--- config.mk ---
export PLATFORM = sky130hd
export DESIGN_NAME = char_lcd_timed_command_queue_top_flat
export DESIGN_NICKNAME = d
export VERILOG_FILES = /design/src/rtl/lcdq_pkg.sv /design/src/rtl/lcdq_if.sv /design/src/rtl/lcdq_ctrl.sv /design/src/rtl/lcdq_datapath.sv /design/src/rtl/char_lcd_timed_command_queue_top.sv /design/src/flat_wrapper.sv
export SDC_FILE = /design/constraint.sdc
export NUM_CORES = 1
export LEC_CHECK = 0
export BUFFER_PORTS_ARGS = -buffer_cell sky130_fd_sc_hd__buf_2
export CAP_MARGIN = 20
export CORE_MARGIN = 4
export CORE_UTILIZATION = 55
export DETAILED_ROUTE_END_ITERATION = 8
export PLACE_DENSITY_LB_ADDON = 0.2
export SLEW_MARGIN = 10
export SYNTH_ARGS = -nofsm -noshare
export SYNTH_HDL_FRONTEND = slang
export SYNTH_SLANG_ARGS = --single-unit
--- constraint.sdc ---
create_clock -name clk -period 5.3 [get_ports clk]
set_clock_uncertainty 0.15 [all_clocks]
set_input_delay 0.265 -clock clk [delete_from_list [all_inputs] [get_ports clk]]
set_output_delay 0.265 -clock clk [all_outputs]
set_load 0.02 [all_outputs]
--- src/rtl/lcdq_pkg.sv ---
// Shared types, codes and helper functions for the LCD timed command queue.
// No dependencies; every other file of the block imports this package.
package lcdq_pkg;

	localparam int QUEUE_DEPTH_DEF = 64;
	localparam int TIME_BITS_DEF   = 32;

	localparam int NOW_W     = 32;
	localparam int BYTE_W    = 8;
	localparam int REQ_W     = 3;
	localparam int ROW_W     = 2;
	localparam int COL_W     = 5;
	localparam int QCOUNT_W  = 7;
	localparam int CFG_IDX_W = 1;
	localparam int CFG_W     = 8;
	localparam int NEED_W    = 3;

	localparam logic [BYTE_W-1:0] CLEAR_WAIT_RST = 8'd123;
	localparam logic [BYTE_W-1:0] CHAR_WAIT_RST  = 8'd4;
	localparam logic [BYTE_W-1:0] SET_DDRAM_BASE = 8'h80;
	localparam logic [BYTE_W-1:0] INSTR_CLEAR    = 8'h01;
	localparam logic [BYTE_W-1:0] INSTR_HOME     = 8'h02;

	localparam logic [BYTE_W-1:0] ROW_BASE [4] = '{8'h00, 8'h40, 8'h14, 8'h54};

	localparam logic [CFG_IDX_W-1:0] CFG_CLEAR_WAIT = 1'b0;
	localparam logic [CFG_IDX_W-1:0] CFG_CHAR_WAIT  = 1'b1;

	typedef enum logic [REQ_W-1:0] {
		REQ_PROCESS    = 3'd0,
		REQ_PUSH_INSTR = 3'd1,
		REQ_PUSH_DATA  = 3'd2,
		REQ_PUSH_WAIT  = 3'd3,
		REQ_CLEAR      = 3'd4,
		REQ_TEXT       = 3'd5,
		REQ_CHAR_AT    = 3'd6
	} req_type_t;

	typedef enum logic [1:0] {
		KIND_INSTR = 2'd0,
		KIND_DATA  = 2'd1,
		KIND_WAIT  = 2'd2
	} kind_t;

	typedef struct packed {
		logic [1:0]        kind;
		logic [BYTE_W-1:0] value;
	} action_t;

	typedef enum logic [2:0] {
		ST_IDLE,
		ST_DECODE,
		ST_EXEC,
		ST_PUSH,
		ST_DONE
	} state_t;

	// controller -> datapath
	typedef struct packed {
		logic       accept;
		logic       decode;
		logic       exec;
		logic       push;
		logic [1:0] push_idx;
		logic       finish;
	} dp_cmd_t;

	// datapath -> controller
	typedef struct packed {
		logic              is_proc;
		logic              nonempty;
		logic [NEED_W-1:0] need;
		logic              fits;
		logic              out_free;
	} dp_status_t;

	function automatic logic [NEED_W-1:0] need_of(input logic [REQ_W-1:0] req);
		logic [NEED_W-1:0] n;
		case (req)
			REQ_PUSH_INSTR, REQ_PUSH_DATA, REQ_PUSH_WAIT: n = 3'd1;
			REQ_TEXT:                                     n = 3'd2;
			REQ_CLEAR, REQ_CHAR_AT:                       n = 3'd4;
			default:                                      n = 3'd0;
		endcase
		return n;
	endfunction

	// Action number idx of the sequence that a request expands into.
	function automatic action_t push_entry(
		input logic [REQ_W-1:0]  req,
		input logic [1:0]        idx,
		input logic [BYTE_W-1:0] byte_v,
		input logic [BYTE_W-1:0] wcount,
		input logic [BYTE_W-1:0] addr,
		input logic [BYTE_W-1:0] clr_wait,
		input logic [BYTE_W-1:0] chr_wait
	);
		action_t a;
		case (req)
			REQ_PUSH_INSTR: a = '{kind: KIND_INSTR, value: byte_v};
			REQ_PUSH_DATA:  a = '{kind: KIND_DATA, value: byte_v};
			REQ_PUSH_WAIT:  a = '{kind: KIND_WAIT, value: wcount};
			REQ_CLEAR: begin
				if (idx[0])      a = '{kind: KIND_WAIT, value: clr_wait};
				else if (idx[1]) a = '{kind: KIND_INSTR, value: INSTR_HOME};
				else             a = '{kind: KIND_INSTR, value: INSTR_CLEAR};
			end
			REQ_TEXT: begin
				if (idx[0]) a = '{kind: KIND_WAIT, value: chr_wait};
				else        a = '{kind: KIND_DATA, value: byte_v};
			end
			REQ_CHAR_AT: begin
				if (idx[0])      a = '{kind: KIND_WAIT, value: chr_wait};
				else if (idx[1]) a = '{kind: KIND_DATA, value: byte_v};
				else             a = '{kind: KIND_INSTR, value: addr};
			end
			default: a = '{kind: KIND_WAIT, value: '0};
		endcase
		return a;
	endfunction

endpackage

--- src/rtl/lcdq_if.sv ---
// Valid/ready channel interfaces for requests and results.
// Depends on lcdq_pkg for field widths.
interface lcdq_req_if;
	import lcdq_pkg::*;
	logic                valid;
	logic                ready;
	logic [REQ_W-1:0]    req_type;
	logic [NOW_W-1:0]    now_time;
	logic [BYTE_W-1:0]   byte_value;
	logic [BYTE_W-1:0]   wait_count;
	logic [ROW_W-1:0]    row;
	logic [COL_W-1:0]    column;

	modport source (output valid, req_type, now_time, byte_value, wait_count, row, column,
		input ready);
	modport sink (input valid, req_type, now_time, byte_value, wait_count, row, column,
		output ready);
endinterface

interface lcdq_res_if;
	import lcdq_pkg::*;
	logic                valid;
	logic                ready;
	logic                bus_write;
	logic                reg_select;
	logic [BYTE_W-1:0]   bus_byte;
	logic                dropped;
	logic [QCOUNT_W-1:0] queue_count;

	modport source (output valid, bus_write, reg_select, bus_byte, dropped, queue_count,
		input ready);
	modport sink (input valid, bus_write, reg_select, bus_byte, dropped, queue_count,
		output ready);
endinterface

--- src/rtl/lcdq_ctrl.sv ---
// Sequencing state machine for the LCD command queue.
// Depends on lcdq_pkg; drives lcdq_datapath through dp_cmd_t.
module lcdq_ctrl (
	input  logic                  clk,
	input  logic                  arst_n,
	input  logic                  in_valid,
	output logic                  in_ready,
	input  lcdq_pkg::dp_status_t  status,
	output lcdq_pkg::dp_cmd_t     cmd
);
	import lcdq_pkg::*;

	state_t     state_q, state_d;
	logic [1:0] idx_q;
	logic       last_push;

	assign last_push = ({1'b0, idx_q} == (status.need - 3'd1));

	always_comb begin
		state_d = state_q;
		unique case (state_q)
			ST_IDLE:   if (in_valid) state_d = ST_DECODE;
			ST_DECODE: begin
				if (status.is_proc && status.nonempty)      state_d = ST_EXEC;
				else if (status.need != '0 && status.fits) state_d = ST_PUSH;
				else                                        state_d = ST_DONE;
			end
			ST_EXEC:   state_d = ST_DONE;
			ST_PUSH:   if (last_push) state_d = ST_DONE;
			ST_DONE:   if (status.out_free) state_d = ST_IDLE;
			default:   state_d = ST_IDLE;
		endcase
	end

	always_comb begin
		cmd          = '0;
		in_ready     = 1'b0;
		cmd.push_idx = idx_q;
		unique case (state_q)
			ST_IDLE: begin
				in_ready   = 1'b1;
				cmd.accept = in_valid;
			end
			ST_DECODE: cmd.decode = 1'b1;
			ST_EXEC:   cmd.exec   = 1'b1;
			ST_PUSH:   cmd.push   = 1'b1;
			ST_DONE:   cmd.finish = status.out_free;
			default: ;
		endcase
	end

	always_ff @(posedge clk or negedge arst_n) begin
		if (!arst_n) begin
			state_q <= ST_IDLE;
			idx_q   <= '0;
		end else begin
			state_q <= state_d;
			if (state_q == ST_PUSH) idx_q <= idx_q + 2'd1;
			else                    idx_q <= '0;
		end
	end

endmodule

--- src/rtl/lcdq_datapath.sv ---
// Action memory, pointers, timing and result register of the LCD command queue.
// Depends on lcdq_pkg; controlled by lcdq_ctrl through dp_cmd_t / dp_status_t.
module lcdq_datapath #(
	parameter int QUEUE_DEPTH = lcdq_pkg::QUEUE_DEPTH_DEF,
	parameter int TIME_BITS   = lcdq_pkg::TIME_BITS_DEF
) (
	input  logic                             clk,
	input  logic                             arst_n,
	input  lcdq_pkg::dp_cmd_t                cmd,
	output lcdq_pkg::dp_status_t             status,
	input  logic [lcdq_pkg::REQ_W-1:0]       in_req_type,
	input  logic [lcdq_pkg::NOW_W-1:0]       in_now_time,
	input  logic [lcdq_pkg::BYTE_W-1:0]      in_byte_value,
	input  logic [lcdq_pkg::BYTE_W-1:0]      in_wait_count,
	input  logic [lcdq_pkg::ROW_W-1:0]       in_row,
	input  logic [lcdq_pkg::COL_W-1:0]       in_column,
	input  logic                             cfg_we,
	input  logic [lcdq_pkg::CFG_IDX_W-1:0]   cfg_index,
	input  logic [lcdq_pkg::CFG_W-1:0]       cfg_wdata,
	output logic                             out_valid,
	input  logic                             out_ready,
	output logic                             out_bus_write,
	output logic                             out_reg_select,
	output logic [lcdq_pkg::BYTE_W-1:0]      out_bus_byte,
	output logic                             out_dropped,
	output logic [lcdq_pkg::QCOUNT_W-1:0]    out_queue_count
);
	import lcdq_pkg::*;

	localparam int PTR_W = $clog2(QUEUE_DEPTH);
	localparam int CNT_W = $clog2(QUEUE_DEPTH + 1);
	localparam logic [PTR_W-1:0] PTR_LAST = PTR_W'(QUEUE_DEPTH - 1);
	localparam logic [CNT_W-1:0] CNT_FULL = CNT_W'(QUEUE_DEPTH);

	action_t mem [QUEUE_DEPTH];

	logic [PTR_W-1:0]     rptr_q, wptr_q;
	logic [CNT_W-1:0]     count_q;
	logic [TIME_BITS-1:0] last_time_q;
	logic [BYTE_W-1:0]    clr_wait_q, chr_wait_q;
	logic                 out_valid_q;

	// request held for the duration of the transaction
	logic [REQ_W-1:0]     req_q;
	logic [TIME_BITS-1:0] now_q;
	logic [BYTE_W-1:0]    byte_q, wcount_q, addr_q;

	action_t              head_q;
	logic                 bw_q, rs_q, drop_q;
	logic [BYTE_W-1:0]    bb_q;

	logic                 out_bw_q, out_rs_q, out_drop_q;
	logic [BYTE_W-1:0]    out_bb_q;
	logic [CNT_W-1:0]     out_cnt_q;

	logic [NEED_W-1:0]    need;
	logic [CNT_W-1:0]     free_cnt;
	logic [TIME_BITS-1:0] elapsed;
	logic                 head_is_bus;
	logic                 pop;
	action_t              new_entry;

	assign need        = need_of(req_q);
	assign free_cnt    = CNT_FULL - count_q;
	assign elapsed     = now_q - last_time_q;
	assign head_is_bus = (head_q.kind == KIND_INSTR) || (head_q.kind == KIND_DATA);
	// anything that is not a bus write holds until the elapsed time exceeds its count
	assign pop         = head_is_bus || (TIME_BITS'(head_q.value) < elapsed);
	assign new_entry   = push_entry(req_q, cmd.push_idx, byte_q, wcount_q, addr_q,
		clr_wait_q, chr_wait_q);

	always_comb begin
		status          = '0;
		status.is_proc  = (req_q == REQ_PROCESS);
		status.nonempty = (count_q != '0);
		status.need     = need;
		status.fits     = ({1'b0, free_cnt} >= (CNT_W + 1)'(need));
		status.out_free = !out_valid_q || out_ready;
	end

	always_ff @(posedge clk) begin
		if (cmd.push) mem[wptr_q] <= new_entry;
		if (cmd.decode) head_q <= mem[rptr_q];
	end

	always_ff @(posedge clk) begin
		if (cmd.accept) begin
			req_q    <= in_req_type;
			now_q    <= TIME_BITS'(in_now_time);
			byte_q   <= in_byte_value;
			wcount_q <= in_wait_count;
			addr_q   <= SET_DDRAM_BASE + ROW_BASE[in_row] + BYTE_W'(in_column);
			bw_q     <= 1'b0;
			rs_q     <= 1'b0;
			bb_q     <= '0;
		end
		if (cmd.decode) drop_q <= (need != '0) && !status.fits;
		if (cmd.exec && head_is_bus) begin
			bw_q <= 1'b1;
			rs_q <= (head_q.kind == KIND_DATA);
			bb_q <= head_q.value;
		end
		if (cmd.finish) begin
			out_bw_q   <= bw_q;
			out_rs_q   <= rs_q;
			out_bb_q   <= bb_q;
			out_drop_q <= drop_q;
			out_cnt_q  <= count_q;
		end
	end

	always_ff @(posedge clk or negedge arst_n) begin
		if (!arst_n) begin
			rptr_q      <= '0;
			wptr_q      <= '0;
			count_q     <= '0;
			last_time_q <= '0;
			clr_wait_q  <= CLEAR_WAIT_RST;
			chr_wait_q  <= CHAR_WAIT_RST;
			out_valid_q <= 1'b0;
		end else begin
			if (cfg_we) begin
				unique case (cfg_index)
					CFG_CLEAR_WAIT: clr_wait_q <= cfg_wdata;
					CFG_CHAR_WAIT:  chr_wait_q <= cfg_wdata;
					default: ;
				endcase
			end
			if (cmd.exec && pop) begin
				rptr_q      <= (rptr_q == PTR_LAST) ? '0 : rptr_q + 1'b1;
				count_q     <= count_q - 1'b1;
				last_time_q <= now_q;
			end
			if (cmd.push) begin
				wptr_q  <= (wptr_q == PTR_LAST) ? '0 : wptr_q + 1'b1;
				count_q <= count_q + 1'b1;
			end
			if (cmd.finish)     out_valid_q <= 1'b1;
			else if (out_ready) out_valid_q <= 1'b0;
		end
	end

	assign out_valid       = out_valid_q;
	assign out_bus_write   = out_bw_q;
	assign out_reg_select  = out_rs_q;
	assign out_bus_byte    = out_bb_q;
	assign out_dropped     = out_drop_q;
	assign out_queue_count = QCOUNT_W'(out_cnt_q);

endmodule

--- src/rtl/char_lcd_timed_command_queue_top.sv ---
// Top level of the LCD timed command queue: controller, datapath and checks.
// Depends on lcdq_pkg, lcdq_if, lcdq_ctrl and lcdq_datapath.
//
// Requests queue display actions (instruction, data, wait) for a 20x4 character
// LCD, one request per transaction, and every request returns exactly one result.
// A process request reads the head action and, if it is a bus write or an elapsed
// wait, pops it, passing from idle through decode and exec to done. A push request
// writes its actions one per cycle through the single write port of the action
// memory in the push state: one for a single push, two for a text character and
// four for clear or character at position. A dropped or unknown request, or a
// process request on an empty queue, goes from decode straight to done. The
// result is valid in the cycle in which the next request can be taken. The memory
// read is registered, which sets the extra decode cycle. A new request is taken
// once the previous one is finished, even while its result still waits in the
// output register; the result register stalls the sequencer only when a second
// result is ready before the first was taken.
module char_lcd_timed_command_queue_top #(
	parameter int QUEUE_DEPTH = lcdq_pkg::QUEUE_DEPTH_DEF,
	parameter int TIME_BITS   = lcdq_pkg::TIME_BITS_DEF
) (
	input  logic                           clk,
	input  logic                           arst_n,
	lcdq_req_if.sink                       req,
	lcdq_res_if.source                     res,
	input  logic                           cfg_we,
	input  logic [lcdq_pkg::CFG_IDX_W-1:0] cfg_index,
	input  logic [lcdq_pkg::CFG_W-1:0]     cfg_wdata
);
	import lcdq_pkg::*;

	dp_cmd_t    cmd;
	dp_status_t status;

	lcdq_ctrl u_ctrl (
		.clk      (clk),
		.arst_n   (arst_n),
		.in_valid (req.valid),
		.in_ready (req.ready),
		.status   (status),
		.cmd      (cmd)
	);

	lcdq_datapath #(
		.QUEUE_DEPTH (QUEUE_DEPTH),
		.TIME_BITS   (TIME_BITS)
	) u_datapath (
		.clk             (clk),
		.arst_n          (arst_n),
		.cmd             (cmd),
		.status          (status),
		.in_req_type     (req.req_type),
		.in_now_time     (req.now_time),
		.in_byte_value   (req.byte_value),
		.in_wait_count   (req.wait_count),
		.in_row          (req.row),
		.in_column       (req.column),
		.cfg_we          (cfg_we),
		.cfg_index       (cfg_index),
		.cfg_wdata       (cfg_wdata),
		.out_valid       (res.valid),
		.out_ready       (res.ready),
		.out_bus_write   (res.bus_write),
		.out_reg_select  (res.reg_select),
		.out_bus_byte    (res.bus_byte),
		.out_dropped     (res.dropped),
		.out_queue_count (res.queue_count)
	);

	// a request either executes a write or is dropped, never both
	a_write_xor_drop: assert property (@(posedge clk) disable iff (!arst_n)
		res.valid |-> !(res.bus_write && res.dropped))
		else $error("bus write and drop in one result");

	// no bus write leaves select and byte at zero
	a_idle_bus_zero: assert property (@(posedge clk) disable iff (!arst_n)
		(res.valid && !res.bus_write) |-> (!res.reg_select && res.bus_byte == '0))
		else $error("bus fields set without a bus write");

	// one request at a time: ready drops right after a transaction
	a_one_at_a_time: assert property (@(posedge clk) disable iff (!arst_n)
		(req.valid && req.ready) |=> !req.ready)
		else $error("request accepted while another is in progress");

	// a result rises only after the request channel has dropped ready
	a_result_follows_req: assert property (@(posedge clk) disable iff (!arst_n)
		$rose(res.valid) |-> !$past(req.ready))
		else $error("result without a preceding request");

endmodule

--- src/flat_wrapper.sv ---
// flat-port wrapper written by rule: the top's interface ports become plain ports
module char_lcd_timed_command_queue_top_flat import lcdq_pkg::*;
#(
	parameter int QUEUE_DEPTH = lcdq_pkg::QUEUE_DEPTH_DEF,
	parameter int TIME_BITS   = lcdq_pkg::TIME_BITS_DEF
)
  (clk, arst_n, cfg_we, cfg_index, cfg_wdata, req_valid, req_req_type, req_now_time, req_byte_value, req_wait_count, req_row, req_column, req_ready, res_valid, res_bus_write, res_reg_select, res_bus_byte, res_dropped, res_queue_count, res_ready);
  lcdq_req_if req_i ();
  lcdq_res_if res_i ();
  input  logic clk;
  input  logic arst_n;
  input  logic cfg_we;
  input  logic [lcdq_pkg::CFG_IDX_W-1:0] cfg_index;
  input  logic [lcdq_pkg::CFG_W-1:0] cfg_wdata;
  input wire logic [$bits(req_i.valid)-1:0] req_valid;
  input wire logic [$bits(req_i.req_type)-1:0] req_req_type;
  input wire logic [$bits(req_i.now_time)-1:0] req_now_time;
  input wire logic [$bits(req_i.byte_value)-1:0] req_byte_value;
  input wire logic [$bits(req_i.wait_count)-1:0] req_wait_count;
  input wire logic [$bits(req_i.row)-1:0] req_row;
  input wire logic [$bits(req_i.column)-1:0] req_column;
  output wire logic [$bits(req_i.ready)-1:0] req_ready;
  output wire logic [$bits(res_i.valid)-1:0] res_valid;
  output wire logic [$bits(res_i.bus_write)-1:0] res_bus_write;
  output wire logic [$bits(res_i.reg_select)-1:0] res_reg_select;
  output wire logic [$bits(res_i.bus_byte)-1:0] res_bus_byte;
  output wire logic [$bits(res_i.dropped)-1:0] res_dropped;
  output wire logic [$bits(res_i.queue_count)-1:0] res_queue_count;
  input wire logic [$bits(res_i.ready)-1:0] res_ready;
  assign req_i.valid = req_valid;
  assign req_i.req_type = req_req_type;
  assign req_i.now_time = req_now_time;
  assign req_i.byte_value = req_byte_value;
  assign req_i.wait_count = req_wait_count;
  assign req_i.row = req_row;
  assign req_i.column = req_column;
  assign req_ready = req_i.ready;
  assign res_valid = res_i.valid;
  assign res_bus_write = res_i.bus_write;
  assign res_reg_select = res_i.reg_select;
  assign res_bus_byte = res_i.bus_byte;
  assign res_dropped = res_i.dropped;
  assign res_queue_count = res_i.queue_count;
  assign res_i.ready = res_ready;
  char_lcd_timed_command_queue_top #(.QUEUE_DEPTH(QUEUE_DEPTH), .TIME_BITS(TIME_BITS)) u_core (.clk(clk), .arst_n(arst_n), .req(req_i), .res(res_i), .cfg_we(cfg_we), .cfg_index(cfg_index), .cfg_wdata(cfg_wdata));
endmodule
==> run_results.csv <==
group,metric,value,unit
status,outcome,"finished clean",
critical_path,crit_chain,"inv_1 -> ha_1 -> inv_1 -> fa_1 -> a21o_1 -> a221o_1 -> xnor2_1 -> ha_1 -> o21a_1 -> o2bb2ai_1 -> nor4_1 -> o2111ai_1 -> nor4_1 -> nand3_1 -> nor4_4 -> a31oi_4 -> buf_4 -> o22ai_2",
pwr,seqPwrFrac,0.388,
clocking,clk_path_buf_depth,3,
routing,via_count,19100,
clocking,cts_made_buffers,81,
critical_path,critPathBufInv,3,
pwr,p_clk_frac,0.253,
die,die_area,0.0672,mm²
timing,maxSlewViolCount,0,
critical_path,critPathRequiredTime,5.69,ns
logic_synthesis,synth_enable_flop_cells,736,
logic_synthesis,synthArstFlopShare,0.0901,
clocking,cts_root_buf,"clkbuf_16",
final_layout,fin_cells,3044,
placement,dp.cells,2814,
critical_path,r2r_start,"u_core.u_datapath.now_q[0]$_DFFE_PP_",
clocking,clock_sinks,810,
logic_synthesis,synth-warning-count,0,
pwr,power.leakage,13.3,nW
logic_synthesis,syn_avg_cell_area,17.9,µm²
die,core-area,0.0621,mm²
die,io_pins,92,
timing,period_share,0.939,
routing,via_per_inst,6.28,
timing,fin_ws,0.325,ns
timing,finalSetupTns,0,ns
pwr,ir_worst_vdd,308,µV
min_path,hp-class,"input pin to flip-flop",
critical_path,cp-start-kind,"flip-flop",
clocking,cts_resized,0,
final_layout,final_layout_size_suffix_gt1_frac,0.263,
logic_synthesis,synth.ff_latch_count,810,
placement,place.gp.congestion,0.951,
placement,io_buffers,91,
timing,finalSetupViolations,0,
logic_synthesis,synth_seq_area_share,0.690,
pwr,p_sw,7.59,mW
routing,ant_nets,0,
final_layout,post-route-util,0.640,
final_layout,area_delta_synth_final,14.3,%
global_routing,track_usage,0.245,
min_path,worstHoldStart,"cfg_index",
routing,dr.first_iter.drc_count,2032,
final_layout,fill_cells,4176,
critical_path,critical_path_class,"flip-flop to flip-flop",
placement,placed_cell_area,0.0363,mm²
logic_synthesis,synth_area,0.0347,mm²
critical_path,crit_family,"compound AO/OA/AOI/OAI gates",
pwr,p_int,14.6,mW
clocking,worstSkewPairLatency,0.64,ns
timing,fmax,0.201,GHz
final_layout,fin_nets,2269,
die,die_h,259,µm
pwr,p_comb_frac,0.359,
routing,detail_route.wl_per_cell,26.6,µm
global_routing,grt_first_pass_wirelength,124000,µm
critical_path,cp-end-kind,"flip-flop",
global_routing,grt_pass1_vias,19500,
critical_path,crit_fanout,22,
pwr,powerDensity,558,mW/mm²
timing,rsz0062_at_grt,"no",
pwr,swShare,0.342,
logic_synthesis,synthCells,1940,
timing,worst_pin_slew,1.19,ns
final_layout,n_antenna_cell,0,
global_routing,grt.overflow.total,0,
routing,totalWireLength,81100,µm
global_routing,grt_max_degree,65,
critical_path,cp_slowest_cell,"a221o_1",
die,rows,91,
timing,max_slew_margin,0.206,
routing,drc_errors,0,
logic_synthesis,synth_nets,2068,
clocking,cts_tree,"done",
final_layout,multi_input_area,0.0102,mm²
die,die_w,259,µm
final_layout,seq_area,0.0240,mm²
placement,dp_hpwl,51700,µm
routing,first_pass_iters,5,
timing,min_period,4.97,ns
timing,hold_violations,0,
logic_synthesis,synthDistinctLibCells,88,
die,start_util,0.560,
clocking,path_clk_slew,0.06,ns
critical_path,worstPathArrival,5.37,ns
clocking,htree_levels,3,
logic_synthesis,ys.flop_type,"edfxtp_1",
critical_path,crit_start,"u_core.u_datapath.now_q[0]$_DFFE_PP_",
placement,pre_cts_ws,0.412,ns
flow_run,max_cap_violations,0,
critical_path,max_stage_delay,0.44,ns
final_layout,stdcell_area,0.0397,mm²
global_routing,antenna_found_initial,2,
[final timing paths]
kind	slack [ns]	cells after the start	endpoint
setup reg to reg	0.33	18	u_core.u_datapath.last_time_q[11]$_DFFE_PN0P_
max in group asynchronous	3.78	3	u_core.u_datapath.last_time_q[10]$_DFFE_PN0P_
hold / removal	0.07	3	u_core.u_datapath.clr_wait_q[7]$_DFFE_PN0P_
setup / recovery	0.33	18	u_core.u_datapath.last_time_q[11]$_DFFE_PN0P_
hold reg to reg	0.28	0	u_core.u_datapath.out_bus_byte[5]$_DFFE_PP_
min in group asynchronous	0.22	3	u_core.u_datapath.last_time_q[5]$_DFFE_PN0P_
[cells by family (layout without fill, tap and decap cells)]
family                     after synthesis  after routing  synth area share
and+or+nand+nor                        382            382            0.0527
muxes                                  253            253             0.151
adders and majority gates               56             56            0.0206
DFF                                    810            810             0.690
AOI/OAI and AO/OA                      259            259            0.0602
buffers and inverters                  155            422            0.0196
xor gates and xnor gates                25             25           0.00631
[layout by cell type (no fill, tap or decap), types with 54 or more instances in the layout]
cell type | netlist | layout
buf_2 | 7 | 91
nor2_1 | 127 | 126
mux4_2 | 210 | 210
edfxtp_1 | 736 | 736
ha_1 | 54 | 54
clkbuf_16 | 0 | 82
dfrtp_1 | 66 | 62
dlygate4sd3_1 | 0 | 74
nand2_1 | 103 | 102
inv_1 | 56 | 55
[tightest hold or removal path, stage by stage]
cell,delay (ns)
buf_2,0.09
nor2b_1,0.18
mux2_2,0.28
[per-stage QoR]
stage,power [mW],hold slack [ns]
after global placement,16.5,-0.00616
final,22.2,0.0715
after global routing,23.2,0.0432
after CTS,22.3,0.0272
after floorplan,14.1,-0.181
after detailed placement,16.6,0.00210
[power groups by stage]
stage	Clock (mW)	Combinational, mW	Sequential [mW]
finish	5.60	7.97	8.61
global route	5.97	8.56	8.67
CTS	5.70	7.98	8.61
detailed placement	0	7.91	8.74
global placement	0	7.78	8.72
floorplan	0	5.62	8.48
[layout make-up]
| class | count | share of cell area |
|---|---|---|
| well taps | 837 | 0.0264 |
| repair buffers | 216 | 0.0416 |
| inverters | 57 | 0.00539 |
| clock inverters | 43 | 0.0102 |
| clock buffers | 106 | 0.0555 |
| flip-flops and latches | 810 | 0.604 |
| multi-input cells | 975 | 0.257 |
[cell usage after synthesis (all sizes together) (6+ instances only)]
cell type,instances,area share
a21o,16,0.0035
nor2,128,0.014
clkbuf,55,0.0059
mux2,31,0.011
a211oi,11,0.0029
inv,56,0.0061
mux2i,12,0.0035
dfrtp,66,0.048
xor2,12,0.0030
dfstp,7,0.0053
and2,12,0.0022
o22ai,33,0.011
o21a,13,0.0028
or3,7,0.0013
a21oi,42,0.0075
o21ai,42,0.0062
nand2b,11,0.0020
o211ai,12,0.0026
mux4,210,0.14
o2111ai,7,0.0019
nor2b,9,0.0016
edfxtp,736,0.64
buf,43,0.0075
a31oi,8,0.0019
xnor2,13,0.0033
nand4,22,0.0043
nand3,30,0.0043
a2111oi,7,0.0023
ha,54,0.019
nor3,18,0.0027
a221oi,6,0.0015
nand2,103,0.011
a22oi,9,0.0019
o221ai,9,0.0023
and3,6,0.0011
nor4,13,0.0028
[flip-flops by register name, summed over array words and instances, names as in the netlist, 2 cells and up]
register and count:
u_core.u_ctrl.state_q 3, u_core.u_datapath.rptr_q 6, u_core.u_datapath.last_time_q 32, u_core.u_datapath.chr_wait_q 8, u_core.u_datapath.wcount_q 8, u_core.u_datapath.out_queue_count 7
u_core.u_datapath.out_bus_byte 8, u_core.u_datapath.bb_q 8, u_core.u_datapath.mem 640, u_core.u_datapath.now_q 32, u_core.u_datapath.addr_q 7, u_core.u_datapath.clr_wait_q 8
u_core.u_ctrl.idx_q 2, u_core.u_datapath.count_q 7, u_core.u_datapath.wptr_q 6, u_core.u_datapath.head_q 10, u_core.u_datapath.byte_q 8, u_core.u_datapath.req_q 3
[repair_timing]
action	CTS	global route
hold buffers	74	0
endpoints found under the hold margin	144	0
setup buffers	0	0
[layer usage]
metal | wire [µm] | vias to the layer above | global-route usage
li1 | - | 8280 | -
met1 | 33200 | 9954 | 0.347
met2 | 40600 | 736 | 0.407
met3 | 5270 | 151 | 0.0390
met4 | 1990 | 2 | 0.0604
met5 | 20 | - | 0
Power figures use the tool's default switching activity.
